--- config.mk ---
export PLATFORM = sky130hd
export DESIGN_NAME = coefficient_rejection_check
export DESIGN_NICKNAME = d
export VERILOG_FILES = /design/src/hdl/crc_pkg.sv /design/src/hdl/crc_magnitude.sv /design/src/hdl/crc_branch.sv /design/src/hdl/crc_product.sv /design/src/hdl/coefficient_rejection_check.sv
export SDC_FILE = /design/constraint.sdc
export NUM_CORES = 2
export LEC_CHECK = 0
export BUFFER_PORTS_ARGS = -buffer_cell sky130_fd_sc_hd__buf_2
export CAP_MARGIN = 5
export CORE_UTILIZATION = 50
export CTS_BUF_LIST = sky130_fd_sc_hd__clkbuf_8
export CTS_CLUSTER_DIAMETER = 200
export DETAILED_ROUTE_END_ITERATION = 10
export GPL_ROUTABILITY_DRIVEN = 0
export MAX_ROUTING_LAYER = met4
export PLACE_DENSITY = 0.7
export SYNTH_ARGS = -nofsm -noshare
export SYNTH_HDL_FRONTEND = slang
export SYNTH_HIERARCHICAL = 1
export SYNTH_SLANG_ARGS = --single-unit
export TNS_END_PERCENT = 5
--- constraint.sdc ---
create_clock -name i_clk -period 7.4 [get_ports i_clk]
set_input_delay 1.11 -clock i_clk [delete_from_list [all_inputs] [get_ports i_clk]]
set_output_delay 1.11 -clock i_clk [all_outputs]
set_load 0.01 [all_outputs]
--- src/hdl/crc_pkg.sv ---
package crc_pkg;

    localparam int Z_W    = 22;
    localparam int V_W    = 16;
    localparam int R_W    = 24;
    localparam int G_W    = 21;
    localparam int B_W    = 20;
    localparam int CFG_W  = 21;
    localparam int IDX_W  = 1;
    localparam int CALC_W = 24;
    localparam int F_W    = 23;
    localparam int PROD_W = R_W + F_W;

    localparam logic [IDX_W-1:0] CFG_GAMMA = 1'd0;
    localparam logic [IDX_W-1:0] CFG_BETA  = 1'd1;

    // magnitudes
    typedef struct packed {
        logic [Z_W-1:0] a;
        logic [V_W-1:0] b;
        logic [R_W-1:0] r;
        logic           last;
    } t_s1;

    // branch outcome and operands for the random test
    typedef struct packed {
        logic           used;
        logic           known;
        logic           known_rej;
        logic [F_W-1:0] f;
        logic [F_W-1:0] gg;
        logic [R_W-1:0] r;
        logic           last;
    } t_s2;

    typedef struct packed {
        logic              used;
        logic              known;
        logic              known_rej;
        logic [PROD_W-1:0] prod;
        logic [F_W-1:0]    gg;
        logic              last;
    } t_s3;

endpackage

--- src/hdl/crc_magnitude.sv ---
module crc_magnitude (
    input  logic                                i_clk,
    input  logic                                i_en,
    input  logic signed [crc_pkg::Z_W-1:0]      i_z,
    input  logic signed [crc_pkg::V_W-1:0]      i_v,
    input  logic        [crc_pkg::R_W-1:0]      i_r,
    input  logic                                i_last,
    output crc_pkg::t_s1                        o_s1
);

    crc_pkg::t_s1 r_s1;
    crc_pkg::t_s1 n_s1;

    always_comb begin
        n_s1.a    = i_z[crc_pkg::Z_W-1] ? crc_pkg::Z_W'(-i_z) : crc_pkg::Z_W'(i_z);
        n_s1.b    = i_v[crc_pkg::V_W-1] ? crc_pkg::V_W'(-i_v) : crc_pkg::V_W'(i_v);
        n_s1.r    = i_r;
        n_s1.last = i_last;
    end

    always_ff @(posedge i_clk) begin
        if (i_en) begin
            r_s1 <= n_s1;
        end
    end

    assign o_s1 = r_s1;

endmodule

--- src/hdl/crc_branch.sv ---
module crc_branch (
    input  logic                        i_clk,
    input  logic                        i_en,
    input  logic [crc_pkg::G_W-1:0]     i_gamma,
    input  logic [crc_pkg::B_W-1:0]     i_beta,
    input  crc_pkg::t_s1                i_s1,
    output crc_pkg::t_s2                o_s2
);

    crc_pkg::t_s2 r_s2;
    crc_pkg::t_s2 n_s2;

    always_comb begin
        logic signed [crc_pkg::CALC_W-1:0] a_s;
        logic signed [crc_pkg::CALC_W-1:0] b_s;
        logic signed [crc_pkg::CALC_W-1:0] g_s;
        logic signed [crc_pkg::CALC_W-1:0] be_s;
        logic signed [crc_pkg::CALC_W-1:0] max_ab;
        logic signed [crc_pkg::CALC_W-1:0] diff;
        logic signed [crc_pkg::CALC_W-1:0] t1;
        logic signed [crc_pkg::CALC_W-1:0] t2;
        logic signed [crc_pkg::CALC_W-1:0] gh;
        logic signed [crc_pkg::CALC_W-1:0] f;
        logic signed [crc_pkg::CALC_W-1:0] gg;
        logic                              fast;
        logic                              over;
        logic                              low;
        logic                              bad;

        a_s  = signed'({{(crc_pkg::CALC_W-crc_pkg::Z_W){1'b0}}, i_s1.a});
        b_s  = signed'({{(crc_pkg::CALC_W-crc_pkg::V_W){1'b0}}, i_s1.b});
        g_s  = signed'({{(crc_pkg::CALC_W-crc_pkg::G_W){1'b0}}, i_gamma});
        be_s = signed'({{(crc_pkg::CALC_W-crc_pkg::B_W){1'b0}}, i_beta});

        fast = (a_s >= be_s) && ((a_s + be_s) < g_s);
        over = a_s >= g_s;
        low  = a_s < be_s;

        max_ab = (a_s > b_s) ? a_s : b_s;
        diff   = a_s - b_s;
        if (diff < 0) begin
            diff = -diff;
        end
        t1 = g_s - diff;
        if (t1 < 0) begin
            t1 = '0;
        end
        t2 = g_s - a_s - b_s;
        if (t2 < 0) begin
            t2 = '0;
        end
        // a >= beta on the high side, so max(a, beta) is a
        gh = g_s - a_s;
        if (gh < 0) begin
            gh = '0;
        end

        if (low) begin
            f  = (g_s <<< 1) - (max_ab <<< 1);
            gg = (g_s - be_s) <<< 1;
        end else begin
            f  = t1 + t2;
            gg = gh <<< 1;
        end

        // a negative F rejects, and so does a negative G since R*F >= 0
        bad = (f < 0) || (gg < 0);

        n_s2.used      = !fast && !over;
        n_s2.known     = fast || over || bad;
        n_s2.known_rej = over || (!fast && bad);
        n_s2.f         = crc_pkg::F_W'(f);
        n_s2.gg        = crc_pkg::F_W'(gg);
        n_s2.r         = i_s1.r;
        n_s2.last      = i_s1.last;
    end

    always_ff @(posedge i_clk) begin
        if (i_en) begin
            r_s2 <= n_s2;
        end
    end

    assign o_s2 = r_s2;

endmodule

--- src/hdl/crc_product.sv ---
module crc_product (
    input  logic            i_clk,
    input  logic            i_en,
    input  crc_pkg::t_s2    i_s2,
    output crc_pkg::t_s3    o_s3
);

    crc_pkg::t_s3 r_s3;
    crc_pkg::t_s3 n_s3;

    always_comb begin
        n_s3.used      = i_s2.used;
        n_s3.known     = i_s2.known;
        n_s3.known_rej = i_s2.known_rej;
        n_s3.prod      = crc_pkg::PROD_W'(i_s2.r) * crc_pkg::PROD_W'(i_s2.f);
        n_s3.gg        = i_s2.gg;
        n_s3.last      = i_s2.last;
    end

    always_ff @(posedge i_clk) begin
        if (i_en) begin
            r_s3 <= n_s3;
        end
    end

    assign o_s3 = r_s3;

endmodule

--- src/hdl/coefficient_rejection_check.sv ---
// Rejection test for one signature coefficient per transaction. Each input
// transaction gives exactly one result, in order; a new coefficient is
// accepted in every cycle while the result side keeps up, through the
// five-stage pipeline (input register, magnitudes, branch selection, 24x23
// multiply, compare and sticky flag). random_used tells the feeder whether
// this coefficient consumed its random word. reject_so_far is the OR of
// rejections since the last transaction marked last, and with is_final set
// it is the polynomial verdict. The user must write gamma_bound and beta_margin
// only while the pipeline is empty; the block itself does not enforce it.
module coefficient_rejection_check (
    input  logic                                i_clk,
    input  logic                                i_rst_n,
    input  logic                                i_in_valid,
    output logic                                o_in_stall,
    input  logic signed [crc_pkg::Z_W-1:0]      i_z_coeff,
    input  logic signed [crc_pkg::V_W-1:0]      i_shift_coeff,
    input  logic        [crc_pkg::R_W-1:0]      i_random_word,
    input  logic                                i_last,
    output logic                                o_out_valid,
    input  logic                                i_out_stall,
    output logic                                o_random_used,
    output logic                                o_coeff_reject,
    output logic                                o_reject_so_far,
    output logic                                o_is_final,
    input  logic                                i_cfg_we,
    input  logic [crc_pkg::IDX_W-1:0]           i_cfg_index,
    input  logic [crc_pkg::CFG_W-1:0]           i_cfg_data
);

    logic [crc_pkg::G_W-1:0]            r_gamma;
    logic [crc_pkg::B_W-1:0]            r_beta;

    logic                               r_v0;
    logic                               r_v1;
    logic                               r_v2;
    logic                               r_v3;
    logic                               r_v4;
    logic signed [crc_pkg::Z_W-1:0]     r_z;
    logic signed [crc_pkg::V_W-1:0]     r_v;
    logic        [crc_pkg::R_W-1:0]     r_r;
    logic                               r_last;

    logic                               r_sticky;
    logic                               r_used;
    logic                               r_rej;
    logic                               r_so_far;
    logic                               r_final;

    logic                               w_rdy0;
    logic                               w_rdy1;
    logic                               w_rdy2;
    logic                               w_rdy3;
    logic                               w_rdy4;
    logic                               n_rej;
    logic                               n_so_far;

    crc_pkg::t_s1                       w_s1;
    crc_pkg::t_s2                       w_s2;
    crc_pkg::t_s3                       w_s3;

    // a stage loads when it is empty or its contents move on
    assign w_rdy4 = !r_v4 || !i_out_stall;
    assign w_rdy3 = !r_v3 || w_rdy4;
    assign w_rdy2 = !r_v2 || w_rdy3;
    assign w_rdy1 = !r_v1 || w_rdy2;
    assign w_rdy0 = !r_v0 || w_rdy1;
    assign o_in_stall = !w_rdy0;

    always_ff @(posedge i_clk) begin
        if (!i_rst_n) begin
            r_gamma <= crc_pkg::G_W'(131072);
            r_beta  <= crc_pkg::B_W'(1);
        end else if (i_cfg_we) begin
            case (i_cfg_index)
                crc_pkg::CFG_GAMMA: r_gamma <= i_cfg_data[crc_pkg::G_W-1:0];
                crc_pkg::CFG_BETA:  r_beta  <= i_cfg_data[crc_pkg::B_W-1:0];
                default: ;
            endcase
        end
    end

    always_ff @(posedge i_clk) begin
        if (!i_rst_n) begin
            r_v0 <= 1'b0;
            r_v1 <= 1'b0;
            r_v2 <= 1'b0;
            r_v3 <= 1'b0;
            r_v4 <= 1'b0;
        end else begin
            if (w_rdy0) r_v0 <= i_in_valid;
            if (w_rdy1) r_v1 <= r_v0;
            if (w_rdy2) r_v2 <= r_v1;
            if (w_rdy3) r_v3 <= r_v2;
            if (w_rdy4) r_v4 <= r_v3;
        end
    end

    always_ff @(posedge i_clk) begin
        if (w_rdy0) begin
            r_z    <= i_z_coeff;
            r_v    <= i_shift_coeff;
            r_r    <= i_random_word;
            r_last <= i_last;
        end
    end

    crc_magnitude u_magnitude (
        .i_clk  (i_clk),
        .i_en   (w_rdy1),
        .i_z    (r_z),
        .i_v    (r_v),
        .i_r    (r_r),
        .i_last (r_last),
        .o_s1   (w_s1)
    );

    crc_branch u_branch (
        .i_clk   (i_clk),
        .i_en    (w_rdy2),
        .i_gamma (r_gamma),
        .i_beta  (r_beta),
        .i_s1    (w_s1),
        .o_s2    (w_s2)
    );

    crc_product u_product (
        .i_clk (i_clk),
        .i_en  (w_rdy3),
        .i_s2  (w_s2),
        .o_s3  (w_s3)
    );

    // reject when R*F > G*2^24
    assign n_rej = w_s3.known ? w_s3.known_rej
                              : (w_s3.prod > {w_s3.gg, {crc_pkg::R_W{1'b0}}});
    assign n_so_far = r_sticky || n_rej;

    always_ff @(posedge i_clk) begin
        if (!i_rst_n) begin
            r_sticky <= 1'b0;
        end else if (w_rdy4 && r_v3) begin
            r_sticky <= w_s3.last ? 1'b0 : n_so_far;
        end
    end

    always_ff @(posedge i_clk) begin
        if (w_rdy4) begin
            r_used   <= w_s3.used;
            r_rej    <= n_rej;
            r_so_far <= n_so_far;
            r_final  <= w_s3.last;
        end
    end

    assign o_out_valid     = r_v4;
    assign o_random_used   = r_used;
    assign o_coeff_reject  = r_rej;
    assign o_reject_so_far = r_so_far;
    assign o_is_final      = r_final;

endmodule

# After elaboration in Yosys (flattened, before gate mapping)
# Index checks and enable logic that the tools add are counted.
[word_totals] ff_bits=325 output_inout_bits=6 word_cells=96
[op_classes] add_sub_neg=11 mul=1 order_cmp=12 n_mux=11 n_bitwise=1 n_reduce_logical=25
[ops] op="$mux W24" count=5
[ops] op="$lt A24 B1 Y1 const B" count=4
[ops] op="$gt A47 B47 Y1" count=1
[ops] op="$mul A24 B23 Y47" count=1
[ops] op="$lt A23 B1 Y1 const B" count=2
[ops] op="$add A24 B24 Y24" count=1
[ops] op="$lt A24 B22 Y1" count=1
[ops] op="$neg A23 Y24" count=1
[ops] op="$sub A22 B24 Y24" count=1
[ops] op="$sub A23 B17 Y24" count=1
[ops] op="$sub A23 B24 Y24" count=1
[ops] op="$add A22 B20 Y23" count=1
[ops] op="$mux W23" count=1
[ops] op="$sub A21 B22 Y23" count=1
[ops] op="$sub A22 B16 Y23" count=1
[ops] op="$ge A22 B20 Y1" count=1
[ops] op="$ge A22 B21 Y1" count=1
[ops] op="$gt A22 B16 Y1" count=1
[ops] op="$lt A22 B20 Y1" count=1
[ops] op="$mux W22" count=1
[ops] op="$neg A22 Y22" count=1
[ops] op="$sub A21 B20 Y22" count=1
[ops] op="$mux W21" count=1
[ops] op="$neg A16 Y16" count=1
[ops] op="other kinds (7)" count=29

# Depth between registers and ports, before layout
[depth] ltp_word=12 ltp_mapped=37

# Hierarchy
# Netlist, hierarchy kept.
[by_module_without_submodules] mod="crc_product" instances=1 cells_each=2227 area_per_inst_um2=20738.6 seq_area_each_um2=2222.1
[by_module_without_submodules] mod="crc_branch" instances=1 cells_each=1552 area_per_inst_um2=12271.8 seq_area_each_um2=2192.1
[by_module_without_submodules] mod="coefficient_rejection_check" instances=1 cells_each=368 area_per_inst_um2=4408.0 seq_area_each_um2=2952.8
[by_module_without_submodules] mod="crc_magnitude" instances=1 cells_each=172 area_per_inst_um2=2621.3 seq_area_each_um2=1891.8

# Least setup slack after synthesis
# OpenSTA, ideal clock, no wires.
[synth_timing] path_type="register to register" from="register u_magnitude.r_s1 (netlist bit u_magnitude/o_s1[41])" to="register u_branch.r_s2 (netlist bit u_branch/o_s2[72]), data pin" arrival_time_ns=7.179 t_required_ns=7.141 path_slack_ns=-0.038 stages_incl_launch_ff=35 path_buffers=2 cell_sequence="edfxtp_1 > inv_1 > ha_1 > inv_1 > fa_1 > a211oi_1 > o21bai_1 > a21oi_1 > or2_1 > a21o_1 > nand2_1 > nor2_1 > clkbuf_1 > nand2_1 > xor2_1 > ha_1 > o21a_1 > o21ai_0 > or4_1 > o211ai_1 > and3_1 > nor2b_1 > or4_4 > buf_6 > nor2_1 > ha_1 > a21o_1 > a21oi_1 > o21ai_0 > a31oi_1 > a31oi_1 > o211ai_1 > a21oi_1 > or4b_2 > a211o_1"
[synth_lines] element="from (decl)" line="crc_magnitude.sv:11" source="crc_pkg::t_s1 r_s1;"
[synth_lines] element="from (signal assigned)" line="crc_magnitude.sv:23" source="r_s1 <= n_s1;"
[synth_lines] element="to (signal assigned)" line="crc_branch.sv:80" source="r_s2 <= n_s2;"
[synth_lines] element="to (decl)" line="crc_branch.sv:10" source="crc_pkg::t_s2 r_s2;"

==> out/results.ini <==
[yosys]
synth.top_cell.area_share_pct = 23.35
netlist_top_cells_count = 679 x inv_1, 563 x nand2_1, 467 x fa_1, 397 x ha_1, 277 x edfxtp_1
avgSynthCellArea_um2 = 9.271
async_flop_share_pct = 0
synth_top_area_cell = fa_1
ys_seq_elements = 324
syn_area_um2 = 40040
yosysMostFrequentCell = inv_1
synthFlopType = edfxtp_1
yosys-top-cells-area = fa_1 23%, edfxtp_1 21%, ha_1 12%
ys_seq_area_share_pct = 23.12
syn-instance-count = 4319
synth_cell_types = 95
synth_enable_flop_cells = 277
ys_warn_count = 6

[timing]
period_minus_slack_ps = 7415
finalCritPeriodShare_pct = 100.2
slew_viol_final = 0
setup_tns_ps = -15.31
fmax_mhz = 134.9
fin_worst_skew_ps = 34.76
hold_viol = 0
setup_ws_ps = -15.31
tightest_slew_ps = 1097
relSlewSlack_pct = 26.84
rsz0062_at_grt = true
setup_viol = 1

[layout]
nets = 5551
multiInputGateArea_um2 = 27790
drive_gt1_share_pct = 11.68
fillCellCount = 7026
areaGrowthSynthToFinish_pct = 11.70
seqCellArea_um2 = 9259

[setup_path]
cpMostUsedCell = buf_4
cp-start-kind = flop
crit_fanout = 6
critPathCaptureType = flop
worstRegToRegCells = 36
cpPeakStageDelay_ps = 530
worstPathArrival_ps = 7830
crit_type = reg2reg
cp.required_ps = 7810
cp_slowest_cell = or4b_4

[routing]
firstDrtPassIters = 8
wl_um = 107500
via_per_inst = 5.546
met1_length_um = 42810
wl_per_cell_um = 18.88
vias = 31570
wl_met3_um = 7501
drt_iter0_markers = 2284
drc_errors = 0
top_layer_used = met4
met2WireLength_um = 52030
detail-route-antenna-nets = 0

[hold_path]
hold_path.class = reg2reg
hold_depth = 0

[cts]
clkTransAtPathRegs_ps = 60
cts_inserted_buffers = 57
cts_tree = yes
cts.sinks = 324
clock_path_buffers = 3
cts_max_level = 2
cts_root_buffer = clkbuf_8
clk_latency_ps = 690

[floorplanning]
initial_utilization_pct = 50.60
die_area_um2 = 81210
core_area_um2 = 79130
dieWidth_um = 285.0
row_count = 103
io_pins = 96
die_height_um = 285.0

[grt]
grt_pass1_wl_um = 169900
first_global_vias = 31820
grt_start_max_net_pins = 75
antenna_found_initial = 3
gr-usage-all-layers_pct = 27.48
grt.overflow.total = 0

[place]
hpwl_um = 87180
io_buffers = 95

[job]
cap_violations = 0

[status]
status = finished, violations left
violations = negative setup slack

metrics by stage:
step | std cells | worst slack, ps | hold WS [ps] | instance area (µm²) | utilization, %
floorplan | 4320 | 45.89 | 400.3 | 40040 | -
global placement | 5569 | -192.0 | 401.1 | 43180 | 54.57
detailed placement | 5569 | -310.0 | 404.5 | 43180 | 54.57
CTS | 5686 | -77.61 | 412.0 | 44610 | 56.37
global route | 5692 | -406.3 | 420.2 | 44720 | 56.52
finish | 5692 | -15.31 | 411.9 | 44720 | 56.52
critical path: cells and delay by family (launching register included):
family	cells	cell delay, ps
DFF	1	400
adders and majority gates	4	1010
and+or+nand+nor	7	1950
AOI/OAI and AO/OA	14	2430
xor gates and xnor gates	2	370
buffers and inverters	9	990
cell usage in the layout (no fill, tap or decap), types with 8 or more instances in the layout:
master    count
inv_1       694
nand2_1     561
fa_1        466
ha_1        394
edfxtp_1    277
buf_4       275
and2_1      255
a21oi_1     203
nor2_1      202
xnor2_1     139
o21ai_0     127
buf_2        95
xor2_1       71
a21o_1       62
clkbuf_8     60
o21a_1       53
nand3_1      52
dfxtp_1      47
nor3_1       43
nand2b_1     39
nand4_1      35
nor2b_1      30
a21boi_0     29
o211ai_1     28
a211oi_1     28
o21bai_1     25
and3_1       18
a31oi_1      18
o31ai_1      18
nor4_1       15
a21boi_1     15
o22ai_1      15
or3_1        12
or4_1        11
mux2i_1      11
o21ai_1      11
a21oi_2      10
clkinv_1     10
a211o_1       8
o41ai_1       8
metal layers:
layer  vias up  GRT usage [%]
met5         -              -
met1     15400          33.65
met2      1143          45.30
met3       260          3.904
li1      14760              -
met4         0          11.94
kinds of logic after synthesis:
logic type | share of synthesized area (%)
AO/OA/AOI/OAI | 11.94
AND/OR/NAND/NOR | 16.12
adder cells (fa/ha/maj) | 35.76
XOR/XNOR | 4.637
buffers and inverters | 8.109
flip-flops | 23.12
other | 0.009366
multiplexers | 0.3031
final timing paths:
check / from / end / slack [ps]
max: u_magnitude/o_s1[41] / u_branch/o_s2[72] / -20
min: u_branch/o_s2[33] / u_product/o_s3[9] / 410
max reg2reg: u_magnitude/o_s1[41] / u_branch/o_s2[72] / -20
min reg2reg: u_branch/o_s2[33] / u_product/o_s3[9] / 410
flip-flops by register name (all words and copies together), names as in the netlist:
register	flops
u_product/o_s3	74
u_branch/o_s2	73
u_magnitude/o_s1	63
r_r	24
r_z	22
r_gamma	21
r_beta	20
r_v	16
o_coeff_reject	1
o_is_final	1
o_out_valid	1
o_random_used	1
o_reject_so_far	1
r_last	1
r_sticky	1
r_v0	1
r_v1	1
r_v2	1
r_v3	1
final cells by class:
cell class	instances	share of cell area, %
antenna	1	0.005595
clock buffer	60	1.846
clock inverter	43	0.7386
inverter	680	5.707
multi-input combinational	3157	62.13
sequential	324	20.70
tap	1050	2.937
timing repair buffer	377	5.934
what timing repair did:
| item | in CTS | in global routing |
|---|---|---|
| setup endpoints to repair | 4 | 16 |
| pin swaps | 39 | 31 |
| resized for setup | 42 | 16 |
| setup buffers | 14 | 5 |
| endpoints found under the hold margin | 0 | 0 |
| hold buffers | 0 | 0 |
Power is left out: the tool's default activity adds up to more than one toggle a clock period on the data nets, which glitch-free logic cannot reach.
